`config.mk`:
```
export PLATFORM = sky130hd
export DESIGN_NAME = erpp_skid_flat
export DESIGN_NICKNAME = d
export VERILOG_FILES = /design/src/rtl/erpp_pkg.sv /design/src/rtl/erpp_result_if.sv /design/src/rtl/erpp_skid.sv /design/src/flat_wrapper.sv
export SDC_FILE = /design/constraint.sdc
export NUM_CORES = 1
export LEC_CHECK = 0
export BUFFER_PORTS_ARGS = -buffer_cell sky130_fd_sc_hd__buf_2
export CAP_MARGIN = 25
export CORE_UTILIZATION = 47
export DETAILED_ROUTE_END_ITERATION = 8
export PLACE_DENSITY = 0.73
export SETUP_SLACK_MARGIN = 0.1
export SLEW_MARGIN = 20
export SYNTH_ARGS = -nofsm -noshare
export SYNTH_HDL_FRONTEND = slang
export SYNTH_SLANG_ARGS = --single-unit
export TNS_END_PERCENT = 5
```
`constraint.sdc`:
```
create_clock -name clk -period 4.8 [get_ports clk]
set_clock_uncertainty 0.15 [all_clocks]
set_input_delay 0.96 -clock clk [delete_from_list [all_inputs] [get_ports clk]]
set_output_delay 0.96 -clock clk [all_outputs]
set_load 0.02 [all_outputs]
```
`src/rtl/erpp_pkg.sv`:
```
// Shared widths, constants, codes and stage structs of the encoder speed controller.
// Depends on nothing; the RTL modules, the result and configuration interfaces and the testbench import it.
package erpp_pkg;

  // Default encoder resolution
  localparam int PPR_DEFAULT = 15;

  // Field and state widths
  localparam int CNT_W  = 14;
  localparam int MS_W   = 16;
  localparam int GAIN_W = 16;
  localparam int RPM_W  = 16;
  localparam int LIM_W  = 15;
  localparam int ERR_W  = 18;
  localparam int DIFF_W = 19;
  localparam int MAG_W  = 19;   // |count| * 60 / PPR for any PPR >= 1
  localparam int PID_W  = 32;
  localparam int PWM_W  = 8;
  localparam int IDX_W  = 3;
  localparam int CFG_W  = 16;

  // Arithmetic constants
  localparam int SEC_PER_MIN = 60;
  localparam int MAP_HI      = 100;
  localparam int MAP_LO      = -100;
  localparam int PWM_MAX     = 255;

  localparam logic signed [CNT_W-1:0] CNT_MAX = 14'sh1FFF;
  localparam logic signed [CNT_W-1:0] CNT_MIN = 14'sh2000;

  // Register reset values
  localparam logic [GAIN_W-1:0]       RST_GAIN_PROP   = 16'd2560;
  localparam logic [GAIN_W-1:0]       RST_GAIN_INTEG  = 16'd512;
  localparam logic [GAIN_W-1:0]       RST_GAIN_DERIV  = 16'd26;
  localparam logic signed [RPM_W-1:0] RST_TARGET_RPM  = 16'sd100;
  localparam logic [MS_W-1:0]         RST_PERIOD_MS   = 16'd1000;
  localparam logic [LIM_W-1:0]        RST_INTEG_LIMIT = 15'd100;

  typedef enum logic {
    OP_EDGE = 1'b0,
    OP_TICK = 1'b1
  } op_t;

  typedef enum logic [IDX_W-1:0] {
    REG_GAIN_PROP   = 3'd0,
    REG_GAIN_INTEG  = 3'd1,
    REG_GAIN_DERIV  = 3'd2,
    REG_TARGET_RPM  = 3'd3,
    REG_PERIOD_MS   = 3'd4,
    REG_INTEG_LIMIT = 3'd5
  } reg_idx_t;

  typedef struct packed {
    logic [GAIN_W-1:0]       gain_prop;
    logic [GAIN_W-1:0]       gain_integ;
    logic [GAIN_W-1:0]       gain_deriv;
    logic signed [RPM_W-1:0] target_rpm;
    logic [MS_W-1:0]         period_ms;
    logic [LIM_W-1:0]        integ_limit;
  } cfg_t;

  // Front stage: measurement snapshot taken when an update fires
  typedef struct packed {
    logic             valid;
    logic             fire;
    logic             neg;
    logic [MAG_W-1:0] mag;
  } meas_t;

  // Last control stage: speed and PID output seen by this item
  typedef struct packed {
    logic                    valid;
    logic                    fire;
    logic signed [RPM_W-1:0] rpm;
    logic signed [PID_W-1:0] pid;
  } ctl_t;

  typedef struct packed {
    logic [PWM_W-1:0]        pwm_duty;
    logic signed [RPM_W-1:0] speed_rpm;
    logic signed [RPM_W-1:0] pid_result;
    logic                    updated;
  } res_t;

endpackage

```
`src/rtl/erpp_result_if.sv`:
```
// Result channel: PWM duty, measured speed, PID output and update flag.
// Depends on erpp_pkg.
interface erpp_result_if;
  import erpp_pkg::*;

  logic                    valid;
  logic                    ready;
  logic [PWM_W-1:0]        pwm_duty;
  logic signed [RPM_W-1:0] speed_rpm;
  logic signed [RPM_W-1:0] pid_result;
  logic                    updated;

  modport source(output valid, output pwm_duty, output speed_rpm, output pid_result,
                 output updated, input ready);
  modport sink(input valid, input pwm_duty, input speed_rpm, input pid_result,
               input updated, output ready);
endinterface

```
`src/rtl/erpp_skid.sv`:
```
// Output register with a one-entry skid stage; stalls the pipeline when the skid is full.
// Depends on erpp_pkg and erpp_result_if.
module erpp_skid (
  input  logic                  clk,
  input  logic                  rst,
  input  logic                  in_valid,
  input  erpp_pkg::res_t        in_data,
  output logic                  adv,
  erpp_result_if.source         result
);
  import erpp_pkg::*;

  logic out_valid, skid_valid;
  res_t out_data, skid_data;

  assign adv = !skid_valid;

  // Hold state of the two entries
  always_ff @(posedge clk) begin
    if (rst) begin
      out_valid  <= 1'b0;
      skid_valid <= 1'b0;
    end else if (skid_valid) begin
      if (result.ready) begin
        skid_valid <= 1'b0;
      end
    end else if (in_valid) begin
      if (!out_valid || result.ready) begin
        out_valid <= 1'b1;
      end else begin
        skid_valid <= 1'b1;
      end
    end else if (result.ready) begin
      out_valid <= 1'b0;
    end
  end

  // Move payloads: skid drains first, new items go to the free entry
  always_ff @(posedge clk) begin
    if (skid_valid) begin
      if (result.ready) begin
        out_data <= skid_data;
      end
    end else if (in_valid) begin
      if (!out_valid || result.ready) begin
        out_data <= in_data;
      end else begin
        skid_data <= in_data;
      end
    end
  end

  assign result.valid      = out_valid;
  assign result.pwm_duty   = out_data.pwm_duty;
  assign result.speed_rpm  = out_data.speed_rpm;
  assign result.pid_result = out_data.pid_result;
  assign result.updated    = out_data.updated;

endmodule

```
`src/flat_wrapper.sv`:
```
// flat-port wrapper written by rule: the top's interface ports become plain ports
module erpp_skid_flat import erpp_pkg::*;
  (clk, rst, in_valid, in_data, adv, result_valid, result_pwm_duty, result_speed_rpm, result_pid_result, result_updated, result_ready);
  erpp_result_if result_i ();
  input  logic clk;
  input  logic rst;
  input  logic in_valid;
  input  erpp_pkg::res_t in_data;
  output logic adv;
  output wire logic [$bits(result_i.valid)-1:0] result_valid;
  output wire logic [$bits(result_i.pwm_duty)-1:0] result_pwm_duty;
  output wire logic [$bits(result_i.speed_rpm)-1:0] result_speed_rpm;
  output wire logic [$bits(result_i.pid_result)-1:0] result_pid_result;
  output wire logic [$bits(result_i.updated)-1:0] result_updated;
  input wire logic [$bits(result_i.ready)-1:0] result_ready;
  assign result_valid = result_i.valid;
  assign result_pwm_duty = result_i.pwm_duty;
  assign result_speed_rpm = result_i.speed_rpm;
  assign result_pid_result = result_i.pid_result;
  assign result_updated = result_i.updated;
  assign result_i.ready = result_ready;
  erpp_skid u_core (.clk(clk), .rst(rst), .in_valid(in_valid), .in_data(in_data), .adv(adv), .result(result_i));
endmodule
```
== Word level (Yosys, flattened, before mapping) ==
Cells that the tools add are included.
Word-level totals
  flip-flop bits (word level): 84
  bits of input ports: 45
  output and inout bits: 43
  word-level logic and storage cells: 34
Cells by class
  eq/ne operators: 2
  muxes and demuxes: 11
  bitwise gates (word level): 2
  reductions and logical operators: 9
Operator list (count)
  41-bit two-way mux: 4
  3-bit AND reduction: 3
  1-bit two-way mux: 7
  2-bit nonzero test: 3
  1-bit zero test: 2
  2-bit by 1-bit inequality test with 1-bit output, second input constant: 1
  2-bit inequality test, second input constant: 1
  1-bit inverter: 2
  1-bit logical OR: 1

== Depth between registers and ports, before layout ==
  depth after elaboration: 5
  depth in mapped cells: 4
  depth with buffers taken out: 2

== Worst setup path after synthesis ==
Ideal clock, no wire load.
  kind: input to register
  start point: input port in_valid
  end point: register u_core.skid_data[0] (netlist name) (enable)
  arrival time: 3851 ps
  data required time: 4160 ps
  path slack: 309 ps
  stages on the path: 2
  buffers on the path: 0
  path through: nand2_1 > nor3_1
On the way
  longest elaborated chain between the ends: 1
Ends and longest elaborated chain
  start, declared: line flat_wrapper.sv:7  | input logic in_valid;
  3-bit AND reduction (no source line)
  end signal, assigned: line erpp_skid.sv:48  | skid_data <= in_data;
  end, declared: line erpp_skid.sv:14  | res_t out_data, skid_data;
No other way between the ends.
A chain may end at the register's enable or synchronous reset.

== Worst setup path in the final report ==
  start point: register u_core.skid_valid
  end point: output port adv
On the way
  longest elaborated chain between the ends: 1
Ends and longest elaborated chain
  start, declared: line erpp_skid.sv:13  | logic out_valid, skid_valid;
  start signal, assigned: line erpp_skid.sv:22  | skid_valid <= 1'b0;
  start signal, assigned: line erpp_skid.sv:25  | skid_valid <= 1'b0;
  start signal, assigned: line erpp_skid.sv:31  | skid_valid <= 1'b1;
  1-bit zero test: line erpp_skid.sv:16  | assign adv = !skid_valid;
  end, declared: line flat_wrapper.sv:9  | output logic adv;
No other way between the ends.

==> out/qor.yml <==
worst_setup_path:
  ff2ff_path_depth: 2
  r2r-end: "u_core.result.speed_rpm[1]$_DFFE_PP_"
  critPathKind: "register to primary output"
  startpoint_type: "register"
  worstSetupEndpointType: "primary output"
  rr_startpoint: "u_core.skid_valid$_SDFF_PP0_"
  regToRegSetupSlack_ns: 2.20
  crit_required_ns: 3.69
  path_max_fanout: 29
  crit_arrival_ns: 1.77
timing:
  worst_slew_pin_slew_ns: 0.9718
  drv_slew: 0
  hold_violations: 0
  finalCriticalPeriod_ns: 2.883
  hold_slack_ns: 0.3805
  rsz0062_at_grt: "no"
  max_slew_margin_pct: 35.21
  final.period_utilization_pct: 60.06
  timing.fmax_mhz: 346.8
  setup_viol: 0
  finalSetupTns_ns: 0
routing:
  vias: 1560
  dr.first_iter.drc_count: 131
  drc: 13
  firstDrtPassIters: 8
  vias_per_cell: 4.906
  routed_wl_mm: 5.184
  final_antenna_net_count: 0
  wl_per_cell_um: 16.30
clock_tree:
  cts_sinks: 84
  root_buffer: "clkbuf_8"
  cts_resized: 0
  clock_latency_ns: 0.34
  cts_buffers: 9
  cts_tree: "built"
  clk_pin_slew_worst_paths_ns: 0.08
  htreeDepth: 3
  ctsLongestPathBuffers: 2
  cts_hold_buf: 0
  cts_setup_buffers: 0
final_layout:
  diodes: 0
  drive_above_1_share_pct: 62.24
  n_fill_cell: 465
  seq_area_um2: 2504
  fin_cells: 318
  nets: 281
  syn2layout_area_growth_pct: 22.65
  multiInputGateArea_um2: 616.8
placed_design:
  routabilityCongestion: 0.7584
  placed_cells: 302
  hpwl_mm: 3.537
  port-buffer-count: 87
power:
  power_uw: 1522
  vdd_drop_max_uv: 171.6
  p_per_area_nw_per_um2: 391.5
  p_leak_uw: 0.001504
synthesis:
  yosysWarnings: 0
  synth-seq-area-share_pct: 78.93
  syn_inst: 140
  yosysTopAreaCellShare_pct: 77.66
  synth-seq-cells: 84
  yosys.area.top_type: "edfxtp_1"
  avgSynthCellArea_um2: 22.65
  async_reset_ff_share_pct: 0
  syn_area_um2: 3171
  ys_types: 16
  synth_top_cells_by_count: "edfxtp_1, mux2_4, mux2_2, buf_6, dfxtp_1"
  synthTopCellsByArea: "edfxtp_1, mux2_4, mux2_2"
  syn_nets: 185
  synth_flop_cell: "edfxtp_1"
  synth_edf_count: 82
  yosys.cell_count.top_type: "edfxtp_1"
floorplanning:
  start_util_pct: 49.37
  ios: 88
  core_area_um2: 6422
  rows: 29
  die_h_um: 84.14
  die_area_um2: 7079
  chipWidth_um: 84.14
run_status:
  status: "finished with violations"
  violations: "DRC"
hold_path:
  hold_depth: 2
  min-delay-start: "u_core.result.valid$_SDFFE_PP0P_"
  worstHoldPathType: "register to register"
  holdPathEnd: "u_core.result.valid$_SDFFE_PP0P_"
global_routing:
  gr-total-overflow: 0
  antenna_found_initial: 0
  grt_pass1_wl_mm: 8.224
  grt_max_degree: 42
  gr-usage-all-layers_pct: 15.83
  grt_pass1_vias: 1586
run:
  maxCapViolations: 0
cell usage in the layout, fill, tap and decap left out, types with 2 or more instances in the layout:
cell type,n
buf_4,3
bufinv_16,2
clkbuf_8,9
clkinv_2,3
edfxtp_1,82
mux2_4,25
mux2_2,16
buf_2,87
flip-flops by register name (all words and copies together) (netlist names):
register	cells
u_core.result.speed_rpm	16
u_core.result.valid	1
u_core.skid_data	41
u_core.result.pwm_duty	8
u_core.result.updated	1
u_core.result.pid_result	16
u_core.skid_valid	1
where the power goes:
part | internal [uW] | leakage [uW] | switching, uW
clock | 289 | 0.000107 | 232
sequential | 850 | 0.000787 | 10.8
combinational | 59.8 | 0.000609 | 80.9
total | 1200 | 0.00150 | 324
logic make-up (layout without fill, tap and decap cells):
| kind of cell | count (synthesis) | after routing | share of synthesized area [%] |
|---|---|---|---|
| DFF | 84 | 84 | 78.93 |
| and+or+nand+nor | 5 | 5 | 0.7891 |
| buffers and inverters | 7 | 108 | 1.815 |
| AOI/OAI and AO/OA | 3 | 3 | 0.9472 |
| muxes | 41 | 41 | 17.52 |
through the flow:
stage / setup slack (ns) / utilization [%] / cell area (um2)
2_1_floorplan: 0.3086 / - / 3171
3_3_place_gp: 2.237 / 57.33 / 3682
3_5_place_dp: 2.189 / 57.33 / 3682
4_1_cts: 1.895 / 60.55 / 3889
5_1_grt: 1.815 / 60.55 / 3889
6_report: 1.917 / 60.55 / 3889
how the worst max path moves through the flow:
stage               slack [ns]  cells past startpoint                                     to                          from
floorplan                 0.31                      2          u_core.skid_data[0]$_DFFE_PP_                      in_valid
global placement          2.24                      2  u_core.result.speed_rpm[10]$_DFFE_PP_  u_core.skid_valid$_SDFF_PP0_
detailed placement        2.19                      2   u_core.result.speed_rpm[6]$_DFFE_PP_  u_core.skid_valid$_SDFF_PP0_
CTS                       1.90                      3                                    adv  u_core.skid_valid$_SDFF_PP0_
global route              1.82                      3                                    adv  u_core.skid_valid$_SDFF_PP0_
finish                    1.92                      3                                    adv  u_core.skid_valid$_SDFF_PP0_
layer usage:
layer / track usage [%] / routed length (um) / vias up
li1: - / - / 741
met1: 18.75 / 2108 / 750
met2: 25.48 / 2648 / 54
met3: 4.818 / 278 / 15
met4: 9.875 / 148 / 0
met5: 0 / 0 / -
cell type report:
type | count | share of cell area, %
timing repair buffer | 90 | 11.78
inverter | 2 | 0.1931
clock inverter | 6 | 2.027
tap | 77 | 2.477
clock buffer | 10 | 3.282
multi-input combinational | 49 | 15.86
sequential | 84 | 64.38
worst max-delay path, cell delays in order (launching register included):
cell	delay, ns
dfxtp_2	0.64
buf_4	0.51
inv_2	0.08
buf_2	0.17
Note: power is estimated with default switching activity, not from simulation.
