--- src/rtl/erpp_pkg.sv ---
// Shared widths, constants, codes and stage structs of the encoder speed controller.
// Depends on nothing; the RTL modules, the result and configuration interfaces and the testbench import it.
package erpp_pkg;

  // Default encoder resolution
  localparam int PPR_DEFAULT = 15;

  // Field and state widths
  localparam int CNT_W  = 14;
  localparam int MS_W   = 16;
  localparam int GAIN_W = 16;
  localparam int RPM_W  = 16;
  localparam int LIM_W  = 15;
  localparam int ERR_W  = 18;
  localparam int DIFF_W = 19;
  localparam int MAG_W  = 19;   // |count| * 60 / PPR for any PPR >= 1
  localparam int PID_W  = 32;
  localparam int PWM_W  = 8;
  localparam int IDX_W  = 3;
  localparam int CFG_W  = 16;

  // Arithmetic constants
  localparam int SEC_PER_MIN = 60;
  localparam int MAP_HI      = 100;
  localparam int MAP_LO      = -100;
  localparam int PWM_MAX     = 255;

  localparam logic signed [CNT_W-1:0] CNT_MAX = 14'sh1FFF;
  localparam logic signed [CNT_W-1:0] CNT_MIN = 14'sh2000;

  // Register reset values
  localparam logic [GAIN_W-1:0]       RST_GAIN_PROP   = 16'd2560;
  localparam logic [GAIN_W-1:0]       RST_GAIN_INTEG  = 16'd512;
  localparam logic [GAIN_W-1:0]       RST_GAIN_DERIV  = 16'd26;
  localparam logic signed [RPM_W-1:0] RST_TARGET_RPM  = 16'sd100;
  localparam logic [MS_W-1:0]         RST_PERIOD_MS   = 16'd1000;
  localparam logic [LIM_W-1:0]        RST_INTEG_LIMIT = 15'd100;

  typedef enum logic {
    OP_EDGE = 1'b0,
    OP_TICK = 1'b1
  } op_t;

  typedef enum logic [IDX_W-1:0] {
    REG_GAIN_PROP   = 3'd0,
    REG_GAIN_INTEG  = 3'd1,
    REG_GAIN_DERIV  = 3'd2,
    REG_TARGET_RPM  = 3'd3,
    REG_PERIOD_MS   = 3'd4,
    REG_INTEG_LIMIT = 3'd5
  } reg_idx_t;

  typedef struct packed {
    logic [GAIN_W-1:0]       gain_prop;
    logic [GAIN_W-1:0]       gain_integ;
    logic [GAIN_W-1:0]       gain_deriv;
    logic signed [RPM_W-1:0] target_rpm;
    logic [MS_W-1:0]         period_ms;
    logic [LIM_W-1:0]        integ_limit;
  } cfg_t;

  // Front stage: measurement snapshot taken when an update fires
  typedef struct packed {
    logic             valid;
    logic             fire;
    logic             neg;
    logic [MAG_W-1:0] mag;
  } meas_t;

  // Last control stage: speed and PID output seen by this item
  typedef struct packed {
    logic                    valid;
    logic                    fire;
    logic signed [RPM_W-1:0] rpm;
    logic signed [PID_W-1:0] pid;
  } ctl_t;

  typedef struct packed {
    logic [PWM_W-1:0]        pwm_duty;
    logic signed [RPM_W-1:0] speed_rpm;
    logic signed [RPM_W-1:0] pid_result;
    logic                    updated;
  } res_t;

endpackage

--- src/rtl/erpp_map.sv ---
// Output mapping: integer part of the PID output and its PWM duty.
// Depends on erpp_pkg.
module erpp_map (
  input  erpp_pkg::ctl_t ctl,
  output erpp_pkg::res_t res
);
  import erpp_pkg::*;

  localparam int WHOLE_W = PID_W - 8;
  localparam int X_W     = 2 * PWM_W - 3;
  localparam int RECIP   = 10486;          // ceil(2^18 / 25)
  localparam int RECIP_SH = 18;
  localparam int PROD_W  = X_W + 14;

  localparam logic signed [WHOLE_W-1:0] W_HI   = WHOLE_W'(MAP_HI);
  localparam logic signed [WHOLE_W-1:0] W_LO   = WHOLE_W'(MAP_LO);
  localparam logic signed [WHOLE_W-1:0] R_HI   = WHOLE_W'(32767);
  localparam logic signed [WHOLE_W-1:0] R_LO   = WHOLE_W'(-32768);
  localparam logic [PWM_W-1:0]          PWM_TOP = PWM_W'(PWM_MAX);

  logic signed [WHOLE_W-1:0] whole, shifted;
  logic                      round_up;
  logic [PWM_W-1:0]          v;
  logic [2*PWM_W-1:0]        span;
  logic [X_W-1:0]            x;
  logic [PROD_W-1:0]         prod;

  always_comb begin
    // Integer part, rounded toward zero
    shifted  = $signed(ctl.pid[PID_W-1:8]);
    round_up = ctl.pid[PID_W-1] && (ctl.pid[7:0] != '0);
    whole    = shifted + WHOLE_W'(round_up);

    // (whole + 100) * 255 / 200: times 255, shift by 3, then divide by 25
    v    = PWM_W'(whole - W_LO);
    span = {v, {PWM_W{1'b0}}} - {{PWM_W{1'b0}}, v};
    x    = span[2*PWM_W-1:3];
    prod = PROD_W'(x) * PROD_W'(RECIP);

    if (whole <= W_LO) begin
      res.pwm_duty = '0;
    end else if (whole >= W_HI) begin
      res.pwm_duty = PWM_TOP;
    end else begin
      res.pwm_duty = prod[RECIP_SH +: PWM_W];
    end

    if (whole > R_HI) begin
      res.pid_result = R_HI[RPM_W-1:0];
    end else if (whole < R_LO) begin
      res.pid_result = R_LO[RPM_W-1:0];
    end else begin
      res.pid_result = whole[RPM_W-1:0];
    end

    res.speed_rpm = ctl.rpm;
    res.updated   = ctl.fire;
  end

endmodule

--- config.mk ---
export PLATFORM = sky130hd
export DESIGN_NAME = erpp_map
export DESIGN_NICKNAME = d
export VERILOG_FILES = /design/src/rtl/erpp_pkg.sv /design/src/rtl/erpp_map.sv
export SDC_FILE = /design/constraint.sdc
export NUM_CORES = 1
export LEC_CHECK = 0
export BUFFER_PORTS_ARGS = -buffer_cell sky130_fd_sc_hd__buf_2
export CORE_MARGIN = 5
export CORE_UTILIZATION = 54
export DETAILED_ROUTE_END_ITERATION = 7
export PLACE_DENSITY = 0.8
export SYNTH_ARGS = -nofsm -noshare
export SYNTH_HDL_FRONTEND = slang
export SYNTH_SLANG_ARGS = --single-unit
--- constraint.sdc ---
create_clock -name vclk -period 7.8
set_input_delay 0.39 -clock vclk [all_inputs]
set_output_delay 0.39 -clock vclk [all_outputs]
set_load 0.02 [all_outputs]
* Word-level counts from Yosys, hierarchy flattened
Cells that the tools add are included.
** Word-level totals
- Input bits :: 50
- Bits in registers :: 0
** Operators by class
- $lt $le $gt $ge :: 4
- Add/subtract/negate cells :: 3
- Reduce and logical (&&, ||, !) cells :: 2
- $mul :: 1
- Muxes and demuxes :: 4
** Operators by type and width (number)
- $mux W16 :: 2
- $mul A13 B13 Y25 const B :: 1
- $add A24 B1 Y24 :: 1
- $ge A24 B8 Y1 const B :: 1
- $gt A24 B16 Y1 const B :: 1
- $le A24 B8 Y1 const B :: 1
- $lt A24 B16 Y1 const B :: 1
- $mux W8 :: 2
- $sub A16 B8 Y16 :: 1
- $reduce_bool A8 Y1 :: 1
- $sub A8 B8 Y8 const B :: 1
- $logic_and A1 B1 Y1 :: 1

* Logic depth before layout (Yosys ltp)
- Depth after elaboration :: 8
- Depth in mapped cells :: 36
- Gate-level depth less buffers :: 35

* Least setup slack after synthesis
OpenSTA, ideal clock, no wires.
- Path type :: input to output
- Start point :: in ctl[5] in the netlist's numbering
- End point :: out res[40] in the netlist's numbering
- Cell stages on the path :: 32
- Path slack :: -0.786 ns
- Data required time :: 7.410 ns
- Arrival :: 8.196 ns
- Cells stage by stage :: nor4_1 -> a21boi_0 -> ha_1 -> ha_1 -> buf_4 -> xnor2_1 -> inv_1 -> ha_1 -> nand2b_1 -> mux2i_1 -> nor3_2 -> xnor2_1 -> nor4_2 -> a21oi_1 -> nand3b_1 -> xnor2_1 -> fa_1 -> ha_1 -> fa_1 -> fa_1 -> inv_1 -> fa_1 -> inv_1 -> ha_1 -> a21oi_1 -> o21ai_0 -> nand2_1 -> nand3_1 -> o41ai_1 -> o2111ai_1 -> xnor2_1 -> a21oi_1
** RTL lines
- start: declaration :: line erpp_map.sv:4 : input erpp_pkg::ctl_t ctl,
- end: declaration :: line erpp_map.sv:5 : output erpp_pkg::res_t res

==> flow_summary.json <==
{
  "gr-total-overflow": 0,
  "design.core.area_mm2": 0.00822,
  "via_count_of_the_first_global_routing_pass": 4663,
  "synth_area_per_inst_um2": 8.34,
  "mappedNetlistNets": 746,
  "detail_route.first_pass.iterations": 4,
  "hold_viol": 0,
  "fp.dieW_um": 102,
  "master_of_the_slowest_instance_on_the_critical_path": "sky130_fd_sc_hd__fa_1",
  "critical_path.endpoint_type": "output pin",
  "crit_arrival_ps": 7520,
  "detailroute.via_count": 4291,
  "failed_checks": "setup timing",
  "fillCellCount": 572,
  "number_of_antenna_violations_at_the_first_check_in_global_routing": 0,
  "synth_top_family_by_area": "adder cells",
  "die-height_um": 102,
  "final_antenna_net_count": 0,
  "maximum_fanout_count_along_the_critical_path": 7,
  "layout_worst_path_cycle_share": 1.01,
  "crit_required_ps": 7410,
  "num_io_pins": 91,
  "grt_setup_unrepaired": "true",
  "synthToLayoutAreaGrowth_pct": 31.4,
  "final_cell_area_mm2": 0.00599,
  "share_of_final_layout_standard_cells_stronger_than_drive_strength_1": 0.356,
  "synth_mux_area_frac": 0.0118,
  "slew_headroom": 0.413,
  "max_clock_freq_ghz": 0.126,
  "post-place-cells": 755,
  "worstSetupPathType": "in2out",
  "tightestPinTransition_ps": 881,
  "holdWs_ps": 780,
  "placement.io_buffers": 56,
  "place_area_mm2": 0.00546,
  "rows": 33,
  "final_max_slew_viol_count": 0,
  "yosys.area_share.xor_xnor": 0.0971,
  "synth_top_cells_by_area": "sky130_fd_sc_hd__ha_1 (26%), sky130_fd_sc_hd__fa_1 (23%), sky130_fd_sc_hd__inv_1 (9.5%)",
  "routed_wirelength_um": 13000,
  "die-area_mm2": 0.0104,
  "synth_compound_gate_area_share": 0.102,
  "yosys_warnings": 0,
  "antennaDiodeCount": 0,
  "synthesis.area_mm2": 0.00456,
  "yosysSeqAreaShare": 0,
  "clkbuf_count": 0,
  "global_route.usage.total": 0.239,
  "post_layout_nonfiller_instances": 771,
  "timing.final.setup_violations": 4,
  "drt-initial-drc-count": 145,
  "initial_utilization": 0.555,
  "area.sequential_um2": 0,
  "yosys.cell_types.count": 62,
  "layout.nets": 867,
  "grt_first_pass_wirelength_um": 20300,
  "status": "finished with violations",
  "remaining_routing_drc_violations": 0,
  "cp-start-kind": "input port",
  "n_sequential_cell": 0,
  "slowest_delay_ps": 540,
  "dp.final_hpwl_um": 10100,
  "syn-instance-count": 547,
  "holdCritPathClass": "in2out",
  "synth_fa_ha_area_frac": 0.496,
  "finalCoreUtilization": 0.730,
  "drt-wirelength-per-cell_um": 16.8,
  "viasPerCell": 5.57,
  "netlist.top_cell.by_area": "sky130_fd_sc_hd__ha_1",
  "cell_seen_most_often_among_critical_path_stages": "sky130_fd_sc_hd__inv_1",
  "gp_weighted_congestion": 0.839,
  "tmin_final_ps": 7910,
  "hold_buffers": 0,
  "worst_slack_ps": -109,
  "synthSimpleGateAreaFrac": 0.156,
  "number_of_violations_of_the_max_capacitance_limit": 0,
  "pin_count_of_the_biggest_net_entering_global_routing": 15,
  "synth.top_cell.area_share": 0.263
}
## routing by layer
layer / routed length, µm / share of wire / GRT usage
met4: 533 / 0.041 / 0.0797
met5: 0 / 0 / 0
met3: 456 / 0.035 / 0.0171
met1: 5000 / 0.39 / 0.278
met2: 6980 / 0.54 / 0.461
## area by class of cell
type                            count  area [µm²]  area share
Inverter                          117         439      0.0733
Tap cell                          105         131      0.0219
Timing Repair Buffer              147        1000       0.168
Multi-Input combinational cell    402        4420       0.737
## cells in the final DEF, fill, tap and decap left out, types with 15 or more instances in the layout
cell / n
sky130_fd_sc_hd__inv_1: 108
sky130_fd_sc_hd__buf_2: 47
sky130_fd_sc_hd__buf_4: 95
sky130_fd_sc_hd__fa_1: 53
sky130_fd_sc_hd__xnor2_1: 25
sky130_fd_sc_hd__nand3_1: 15
sky130_fd_sc_hd__nor2_1: 23
sky130_fd_sc_hd__a21oi_1: 20
sky130_fd_sc_hd__nand2_1: 26
sky130_fd_sc_hd__ha_1: 84
## Yosys cell counts, types with 2 or more instances
| master | n |
|---|---|
| sky130_fd_sc_hd__buf_2 | 4 |
| sky130_fd_sc_hd__xnor2_1 | 31 |
| sky130_fd_sc_hd__nor4_1 | 2 |
| sky130_fd_sc_hd__a21boi_0 | 2 |
| sky130_fd_sc_hd__nor3_1 | 10 |
| sky130_fd_sc_hd__and3_1 | 2 |
| sky130_fd_sc_hd__mux2i_1 | 2 |
| sky130_fd_sc_hd__nand3_1 | 18 |
| sky130_fd_sc_hd__clkbuf_1 | 3 |
| sky130_fd_sc_hd__fa_1 | 53 |
| sky130_fd_sc_hd__nand4_1 | 6 |
| sky130_fd_sc_hd__nand2b_1 | 3 |
| sky130_fd_sc_hd__mux2_2 | 3 |
| sky130_fd_sc_hd__nor2b_1 | 2 |
| sky130_fd_sc_hd__buf_4 | 19 |
| sky130_fd_sc_hd__nor4_2 | 2 |
| sky130_fd_sc_hd__o21bai_1 | 5 |
| sky130_fd_sc_hd__nor2_2 | 2 |
| sky130_fd_sc_hd__nand4_2 | 2 |
| sky130_fd_sc_hd__or2_2 | 3 |
| sky130_fd_sc_hd__ha_1 | 96 |
| sky130_fd_sc_hd__nand2_1 | 28 |
| sky130_fd_sc_hd__nor2_1 | 27 |
| sky130_fd_sc_hd__a211oi_1 | 2 |
| sky130_fd_sc_hd__nand3b_1 | 5 |
| sky130_fd_sc_hd__nor3_2 | 3 |
| sky130_fd_sc_hd__o21a_1 | 2 |
| sky130_fd_sc_hd__inv_1 | 116 |
| sky130_fd_sc_hd__xor2_1 | 14 |
| sky130_fd_sc_hd__xnor2_2 | 2 |
| sky130_fd_sc_hd__o21ai_0 | 15 |
| sky130_fd_sc_hd__o31ai_1 | 2 |
| sky130_fd_sc_hd__or4_4 | 2 |
| sky130_fd_sc_hd__a21oi_1 | 30 |
| sky130_fd_sc_hd__o22ai_1 | 2 |
## cells by family (layout without fill, tap and decap cells)
kind of cell,Yosys count,in the layout
adder cells (fa/ha/maj),149,149
buffers and inverters,145,264
AND/OR/NAND/NOR,127,127
AO/OA/AOI/OAI,73,73
XOR/XNOR,48,48
multiplexers,5,5
## critical path: cells and delay by family
family	cells	cell delay, ps
compound gates	5	810
xor+xnor	4	630
fa+ha+maj	8	2770
buf+inv	12	1380
mux	1	80
simple gates	9	1430
## final timing paths
| check | start | to | slack [ps] | cells after the start |
|---|---|---|---|---|
| max | ctl[5] | res[40] | -110 | 39 |
| min | ctl[36] | res[21] | 780 | 0 |
## repair_timing
item                       CTS  global route
pin swaps                   30            24
resized for setup           37            43
setup endpoints to repair    8             8
buffers inserted             8             8
## stage by stage
stage / setup WS [ps] / setup TNS [ps]
after floorplan: 18.0 / 0
after CTS: 2.37 / 0
after global placement: -252 / -907
after global routing: -470 / -2760
after detailed placement: -495 / -2730
final: -109 / -235
Power is left out: the tool's default activity adds up to more than one toggle a clock period on the data nets, which glitch-free logic cannot reach.
