$ cat config.mk
export PLATFORM = sky130hd
export DESIGN_NAME = erpp_front
export DESIGN_NICKNAME = d
export VERILOG_FILES = /design/src/rtl/erpp_pkg.sv /design/src/rtl/erpp_front.sv
export SDC_FILE = /design/constraint.sdc
export NUM_CORES = 1
export LEC_CHECK = 0
export ABC_AREA = 1
export BUFFER_PORTS_ARGS = -buffer_cell sky130_fd_sc_hd__buf_2
export CELL_PAD_IN_SITES_DETAIL_PLACEMENT = 0
export CELL_PAD_IN_SITES_GLOBAL_PLACEMENT = 2
export CORE_MARGIN = 3
export CORE_UTILIZATION = 34
export DETAILED_ROUTE_END_ITERATION = 10
export PLACE_DENSITY_LB_ADDON = 0.25
export SLEW_MARGIN = 20
export SYNTH_ARGS = -nofsm -noshare
export SYNTH_HDL_FRONTEND = slang
export SYNTH_SLANG_ARGS = --single-unit
export TNS_END_PERCENT = 1
$ cat constraint.sdc
create_clock -name clk -period 4.2 [get_ports clk]
set_clock_uncertainty 0.1 [all_clocks]
set_input_delay 0.63 -clock clk [delete_from_list [all_inputs] [get_ports clk]]
set_output_delay 0.63 -clock clk [all_outputs]
set_load 0.01 [all_outputs]
$ cat src/rtl/erpp_pkg.sv
// Shared widths, constants, codes and stage structs of the encoder speed controller.
// Depends on nothing; the RTL modules, the result and configuration interfaces and the testbench import it.
package erpp_pkg;

  // Default encoder resolution
  localparam int PPR_DEFAULT = 15;

  // Field and state widths
  localparam int CNT_W  = 14;
  localparam int MS_W   = 16;
  localparam int GAIN_W = 16;
  localparam int RPM_W  = 16;
  localparam int LIM_W  = 15;
  localparam int ERR_W  = 18;
  localparam int DIFF_W = 19;
  localparam int MAG_W  = 19;   // |count| * 60 / PPR for any PPR >= 1
  localparam int PID_W  = 32;
  localparam int PWM_W  = 8;
  localparam int IDX_W  = 3;
  localparam int CFG_W  = 16;

  // Arithmetic constants
  localparam int SEC_PER_MIN = 60;
  localparam int MAP_HI      = 100;
  localparam int MAP_LO      = -100;
  localparam int PWM_MAX     = 255;

  localparam logic signed [CNT_W-1:0] CNT_MAX = 14'sh1FFF;
  localparam logic signed [CNT_W-1:0] CNT_MIN = 14'sh2000;

  // Register reset values
  localparam logic [GAIN_W-1:0]       RST_GAIN_PROP   = 16'd2560;
  localparam logic [GAIN_W-1:0]       RST_GAIN_INTEG  = 16'd512;
  localparam logic [GAIN_W-1:0]       RST_GAIN_DERIV  = 16'd26;
  localparam logic signed [RPM_W-1:0] RST_TARGET_RPM  = 16'sd100;
  localparam logic [MS_W-1:0]         RST_PERIOD_MS   = 16'd1000;
  localparam logic [LIM_W-1:0]        RST_INTEG_LIMIT = 15'd100;

  typedef enum logic {
    OP_EDGE = 1'b0,
    OP_TICK = 1'b1
  } op_t;

  typedef enum logic [IDX_W-1:0] {
    REG_GAIN_PROP   = 3'd0,
    REG_GAIN_INTEG  = 3'd1,
    REG_GAIN_DERIV  = 3'd2,
    REG_TARGET_RPM  = 3'd3,
    REG_PERIOD_MS   = 3'd4,
    REG_INTEG_LIMIT = 3'd5
  } reg_idx_t;

  typedef struct packed {
    logic [GAIN_W-1:0]       gain_prop;
    logic [GAIN_W-1:0]       gain_integ;
    logic [GAIN_W-1:0]       gain_deriv;
    logic signed [RPM_W-1:0] target_rpm;
    logic [MS_W-1:0]         period_ms;
    logic [LIM_W-1:0]        integ_limit;
  } cfg_t;

  // Front stage: measurement snapshot taken when an update fires
  typedef struct packed {
    logic             valid;
    logic             fire;
    logic             neg;
    logic [MAG_W-1:0] mag;
  } meas_t;

  // Last control stage: speed and PID output seen by this item
  typedef struct packed {
    logic                    valid;
    logic                    fire;
    logic signed [RPM_W-1:0] rpm;
    logic signed [PID_W-1:0] pid;
  } ctl_t;

  typedef struct packed {
    logic [PWM_W-1:0]        pwm_duty;
    logic signed [RPM_W-1:0] speed_rpm;
    logic signed [RPM_W-1:0] pid_result;
    logic                    updated;
  } res_t;

endpackage

$ cat src/rtl/erpp_front.sv
// Front stage: pulse count with running rpm quotient, tick counter, update trigger.
// Depends on erpp_pkg.
module erpp_front #(
  parameter int PULSES_PER_REV = erpp_pkg::PPR_DEFAULT
) (
  input  logic                     clk,
  input  logic                     rst,
  input  logic                     adv,
  input  logic                     take,
  input  logic                     opcode,
  input  logic                     dir_level,
  input  logic [erpp_pkg::MS_W-1:0] period_ms,
  output erpp_pkg::meas_t          meas
);
  import erpp_pkg::*;

  // Remainder width, one extra bit for the sum before correction
  localparam int RW = $clog2(PULSES_PER_REV) + 1;
  localparam logic [RW:0]      PPR_R  = (RW+1)'(PULSES_PER_REV);
  localparam logic [RW:0]      STEP_R = (RW+1)'(SEC_PER_MIN % PULSES_PER_REV);
  localparam logic [MAG_W-1:0] STEP_Q = MAG_W'(SEC_PER_MIN / PULSES_PER_REV);
  localparam logic signed [CNT_W-1:0] CNT_ONE = CNT_W'(1);

  // |count| * 60 = mag * PPR + rem holds at all times
  logic signed [CNT_W-1:0] count, count_next;
  logic [MAG_W-1:0]        mag, mag_next;
  logic [RW-1:0]           rem, rem_next;
  logic [MS_W-1:0]         elapsed, elapsed_next, ms_inc;
  logic [RW:0]             rem_up, rem_dn;
  logic                    fire, hold, grow;

  // Next count, quotient and tick counter for the item on the port
  always_comb begin
    rem_up       = {1'b0, rem} + STEP_R;
    rem_dn       = {1'b0, rem} - STEP_R;
    ms_inc       = (elapsed == '1) ? elapsed : elapsed + 1'b1;
    fire         = 1'b0;
    hold         = dir_level ? (count == CNT_MAX) : (count == CNT_MIN);
    grow         = dir_level ? !count[CNT_W-1] : (count[CNT_W-1] || count == '0);
    count_next   = count;
    mag_next     = mag;
    rem_next     = rem;
    elapsed_next = elapsed;
    if (opcode == OP_TICK) begin
      fire         = ms_inc > period_ms;
      elapsed_next = fire ? '0 : ms_inc;
      if (fire) begin
        count_next = '0;
        mag_next   = '0;
        rem_next   = '0;
      end
    end else if (!hold) begin
      count_next = dir_level ? count + CNT_ONE : count - CNT_ONE;
      if (grow) begin
        if (rem_up >= PPR_R) begin
          rem_next = RW'(rem_up - PPR_R);
          mag_next = mag + STEP_Q + 1'b1;
        end else begin
          rem_next = RW'(rem_up);
          mag_next = mag + STEP_Q;
        end
      end else begin
        if ({1'b0, rem} < STEP_R) begin
          rem_next = RW'(rem_dn + PPR_R);
          mag_next = mag - STEP_Q - 1'b1;
        end else begin
          rem_next = RW'(rem_dn);
          mag_next = mag - STEP_Q;
        end
      end
    end
  end

  // Advance state on each transfer
  always_ff @(posedge clk) begin
    if (rst) begin
      count   <= '0;
      mag     <= '0;
      rem     <= '0;
      elapsed <= '0;
    end else if (take) begin
      count   <= count_next;
      mag     <= mag_next;
      rem     <= rem_next;
      elapsed <= elapsed_next;
    end
  end

  // Stage register: valid flag, and a snapshot taken before the count is cleared
  always_ff @(posedge clk) begin
    if (rst) begin
      meas.valid <= 1'b0;
    end else if (adv) begin
      meas.valid <= take;
    end
    if (take) begin
      meas.fire <= fire;
      meas.neg  <= count[CNT_W-1];
      meas.mag  <= mag;
    end
  end

endmodule

Yosys cells after proc, flatten, opt, wreduce, memory -nomap -nowiden
Index checks and enable logic that the tools add are counted.

operators by class
  multiply operators = 0
  add/subtract/negate cells = 7
  bitwise operators = 0
  $lt $le $gt $ge = 2
  shift-type cells = 0
  reductions and logical operators = 8
  equal/unequal tests = 5
  muxes and demuxes = 18
  divide/modulo/power cells = 0

operators by type and width
  cell                     number
  $mux W19                 5
  $mux W14                 4
  $mux W16                 2
  $eq A14 B14 Y1 const B   2
  $mux W5                  5
  $add A19 B1 Y19 const B  1
  $add A19 B3 Y19 const B  1
  $sub A19 B3 Y19 const B  1
  $add A16 B1 Y16 const B  1
  $eq A16 B16 Y1 const B   1
  $gt A16 B16 Y1           1
  $add A14 B2 Y14 const B  1
  $logic_not A14 Y1        1
  $sub A14 B2 Y14 const B  1
  $ge A5 B4 Y1 const B     1
  $reduce_and A5 Y1        1
  $sub A5 B4 Y5 const B    1
  $reduce_bool A2 Y1       2
  $reduce_and A3 Y1        1
  $mux W1                  2
  $ne A2 B1 Y1 const B     1
  $ne A2 B2 Y1 const B     1
  $reduce_and A2 Y1        1
  $logic_not A1 Y1         1
  $logic_or A1 B1 Y1       1

storage, ports and cells
  memory bits (read-only) = 0
  memory bits (writable) = 0
  register bits after elaboration = 76
  word-level logic and storage cells = 48
  input bits = 22
  latch bits = 0
  memories kept = 0

Longest topological paths before layout
  depth after elaboration = 6
  gate-level depth with buffers = 21
  depth with buffers taken out = 20

Least setup slack after synthesis
OpenSTA, ideal clock, no wires.

  path kind = flip-flop to flip-flop
  from = register elapsed[0]
  to = register count[10]
  data arrival time = 2.853 ns
  required time = 3.984 ns
  stages on the path, launching flop included = 21
  setup time = 0.116 ns
  setup slack = 1.131 ns
  cells stage by stage = dfxtp_1 ha_1 nand3_2 or4_4 nor2_1 xor2_1 inv_1 ha_1 inv_1 a21oi_1 o21ai_0 nand2_1 nand2_1 nand2_1 a21boi_2 nand3_1 nand2_1 inv_2 buf_4 nor2_1 nor2_1

on the way
  word-level cells in the longest chain between the ends = 5
  elaborated cells between the ends (all ways) = 6

RTL lines
  element                                            line              RTL
  from (decl)                                        erpp_front.sv:28  logic [MS_W-1:0] elapsed, elapsed_next, ms_inc;
  from (signal assigned)                             erpp_front.sv:85  elapsed <= elapsed_next;
  $add A16 B1 Y16 or $eq A16 B16 Y1 (tied branches)  erpp_front.sv:36  ms_inc = (elapsed == '1) ? elapsed : elapsed + 1'b1;
  $mux W16 *                                         erpp_front.sv:36
  $gt A16 B16 Y1 *                                   erpp_front.sv:45  fire = ms_inc > period_ms;
  $ne A2 B1 Y1 (no line) *                           --
  $reduce_and A3 Y1 (no line) *                      --
  to (signal assigned)                               erpp_front.sv:82  count <= count_next;
  to (decl)                                          erpp_front.sv:25  logic signed [CNT_W-1:0] count, count_next;

Every way passes the cells marked *; elsewhere a longest branch is shown, timed or not.
A chain may end at the register's enable or synchronous reset.

Worst setup path in the final report
  from = register elapsed[0]
  to = register mag[6]

on the way
  word-level cells in the longest chain between the ends = 5
  elaborated cells between the ends (all ways) = 6

RTL lines
  element                                            line              RTL
  $add A16 B1 Y16 or $eq A16 B16 Y1 (tied branches)  erpp_front.sv:36
  $mux W16 *                                         erpp_front.sv:36
  $gt A16 B16 Y1 *                                   erpp_front.sv:45
  $ne A2 B1 Y1 (no line) *                           --
  $reduce_and A3 Y1 (no line) *                      --
  to (signal assigned)                               erpp_front.sv:83  mag <= mag_next;
  to (decl)                                          erpp_front.sv:26  logic [MAG_W-1:0] mag, mag_next;

Marked as above.

==> out/metrics.yaml <==
status:
  outcome: "finished, final reports clean"
worst_setup_path:
  critPathMostFrequentCell: "nand2_1"
  cp-start-kind: "flip-flop"
  path_class: "flip-flop to flip-flop"
  crit_chain: "ha_1 > nand3_2 > nor3_4 > nand2_1 > nor4_2 > nand2_1 > nand2_1 > o21ai_0 > ha_1 > a21oi_1 > o21ai_1 > nand2_1 > nand2_1 > nand2_1 > a21boi_2 > nand3_2 > nand2_1 > buf_4 > nand2_1 > o21ai_0 > nor2_1"
  worstPathMaxFanout: 10
  cp_slowest_cell: "dfxtp_1"
  startpoint: "elapsed[0]$_SDFFE_PP0P_"
  crit_required_ns: 4.32
  r2r_start: "elapsed[0]$_SDFFE_PP0P_"
  end_kind: "flip-flop"
  worst_path_largest_cell_delay_ns: 0.39
  cp_data_arrival_time_ns: 3.90
clock_network:
  clock_sinks: 76
  cts_tree: "built"
  htreeDepth: 3
  clock_path_buffers: 2
  root_buffer: "clkbuf_16"
  path_clk_slew_ns: 0.06
  cts_resized: 0
  cts_setup_buffers: 0
  clock_latency_ns: 0.34
  cts_buffers: 9
  holdBufCountCts: 0
final_layout:
  fillCellCount: 1729
  diodes: 0
  layout-area-overhead-vs-synth_pct: 11.8
  fin_nets: 932
  drive_gt1_share_pct: 13.4
  fin_util_pct: 39.6
drt:
  drt-vias-per-instance: 5.17
  wire_per_inst_um: 15.3
  num_vias: 5658
  drt_pass1_iterations: 5
  totalWireLength_um: 16700
  drtIter0Drc: 420
  postRouteAntennaNets: 0
  drc: 0
yosys:
  synth-seq-cells: 76
  synth_fp_nets: 900
  yosysUniqueCellTypes: 44
  yosys-top-cells-area: "dfxtp_1 19%, nand2_1 13%, edfxtp_1 11%"
  yosysMostFrequentCell: "nand2_1"
  synth_common_cells: "201 x nand2_1, 89 x a21oi_1, 83 x inv_1"
  synthArstFlopShare_pct: 0
  yosysTopAreaCell: "dfxtp_1"
  yosysWarnings: 0
  avgSynthCellArea_sq_um: 6.84
  ys.flop_type: "dfxtp_1"
  ys_seq_area_share_pct: 30.1
  synth.top_cell.area_share_pct: 19.1
  synth_edf_count: 21
  syn_area_sq_um: 5760
  syn_inst: 842
power_and_ir_drop:
  irDropWorstVdd_mv: 0.209
  powerDensity_nw_per_um2: 309
  p_leak_nw: 2.74
sta:
  timing.fmax_ghz: 0.265
  finalCritPeriodShare_pct: 90.0
  grt_setup_unrepaired: "false"
  hold_viol: 0
  finalCriticalPeriod_ns: 3.78
  worst_slew_pin_slew_ns: 0.630
  setup_violations: 0
  slew_headroom_pct: 57.6
  slew_viol_final: 0
  tns_ns: 0
  hold_ws_ns: 0.374
floorplan:
  ios: 44
  core_sq_um: 16200
  fp-row-count: 46
  fp.dieW_um: 136
  start_util_pct: 35.5
  die_y_um: 136
  die-area_sq_um: 18500
grt:
  grt_overflow: 0
  grt_pass1_vias: 5254
  grt_pass1_wl_um: 27100
  grt_util_all_layers_pct: 18.4
  antenna_found_initial: 0
  grt_max_degree: 30
placed_design:
  portBuffers: 43
  dp.final_hpwl_um: 12200
  gp_congestion: 0.865
worst_hold_path:
  hp-start: "adv"
  hp-class: "input port to flip-flop"
job:
  drv_cap: 0
-- path summary, 6_finish.rpt --
kind / end / slack, ns / cells past startpoint
worst max-delay path: mag[6]$_SDFFE_PP0P_ / 0.42 / 21
worst min-delay path: meas[21]$_SDFFE_PP0P_ / 0.37 / 2
worst max register to register: mag[6]$_SDFFE_PP0P_ / 0.42 / 21
worst min register to register: elapsed[4]$_SDFFE_PP0P_ / 0.39 / 2
-- through the flow --
| stage | power [mW] | std cells | instance area (sq um) | setup slack, ns |
|---|---|---|---|---|
| finish | 1.99 | 1095 | 6430 | 0.421 |
| global route | 2.11 | 1095 | 6430 | 0.0616 |
| CTS | 2.02 | 1095 | 6420 | 0.237 |
| detailed placement | 1.24 | 1079 | 6130 | 0.265 |
| global placement | 1.24 | 1079 | 6130 | 0.289 |
| floorplan | 1.12 | 842 | 5760 | 1.13 |
-- cell type report --
cell class	count	area (sq um)	share of cell area, %
sequential	76	1730	26.9
clock buffer	10	229	3.56
inverter	91	347	5.39
timing repair buffer	49	260	4.05
multi-input combinational	647	3540	55.0
clock inverter	6	55.1	0.856
tap	216	270	4.20
-- layout by cell type (no fill, tap or decap), types with 3 or more instances in the layout --
cell / count
nand2_1: 201
a21oi_1: 89
inv_1: 83
nor2_1: 78
nand3_1: 63
dfxtp_1: 55
buf_2: 43
o21ai_0: 42
ha_1: 35
nand4_1: 27
xor2_1: 22
edfxtp_1: 21
nand2_2: 13
nor2_2: 10
clkbuf_16: 9
nor4_1: 8
o211ai_1: 8
nor3_1: 6
buf_4: 6
inv_2: 5
nor2_4: 5
nand3_2: 4
nor3_2: 4
xnor2_1: 4
a21o_1: 3
clkinv_1: 3
or2_2: 3
-- flip-flops by register name (all words and copies together), names as in the netlist --
signal / flops
count: 14
elapsed: 16
mag: 19
meas: 22
rem: 5
-- kinds of logic after synthesis --
logic type | synth area share, %
and+or+nand+nor | 34.7
DFF | 30.1
adders and majority gates | 7.96
buffers and inverters | 8.65
xor gates and xnor gates | 3.96
AOI/OAI and AO/OA | 14.6
-- report_power, final --
part	internal [mW]	total (mW)	switching, mW
Combinational	0.133	0.391	0.257
Sequential	0.790	0.837	0.0465
Clock	0.454	0.760	0.306
-- per-layer routing --
metal	share of wire (%)	global-route usage, %	up-vias
met5	0	0	-
met4	1.1	3.14	0
met3	3.9	4.33	16
met2	45	29.4	120
met1	50	25.7	2634
li1	-	-	2888
-- critical path: cells and delay by family, from the launching register on --
| family | cells | cell delay, ns |
|---|---|---|
| buffers and inverters | 1 | 0.20 |
| and+or+nand+nor | 13 | 1.63 |
| DFF | 1 | 0.39 |
| adders and majority gates | 2 | 0.59 |
| AOI/OAI and AO/OA | 5 | 0.75 |
Power figures use the tool's default switching activity.
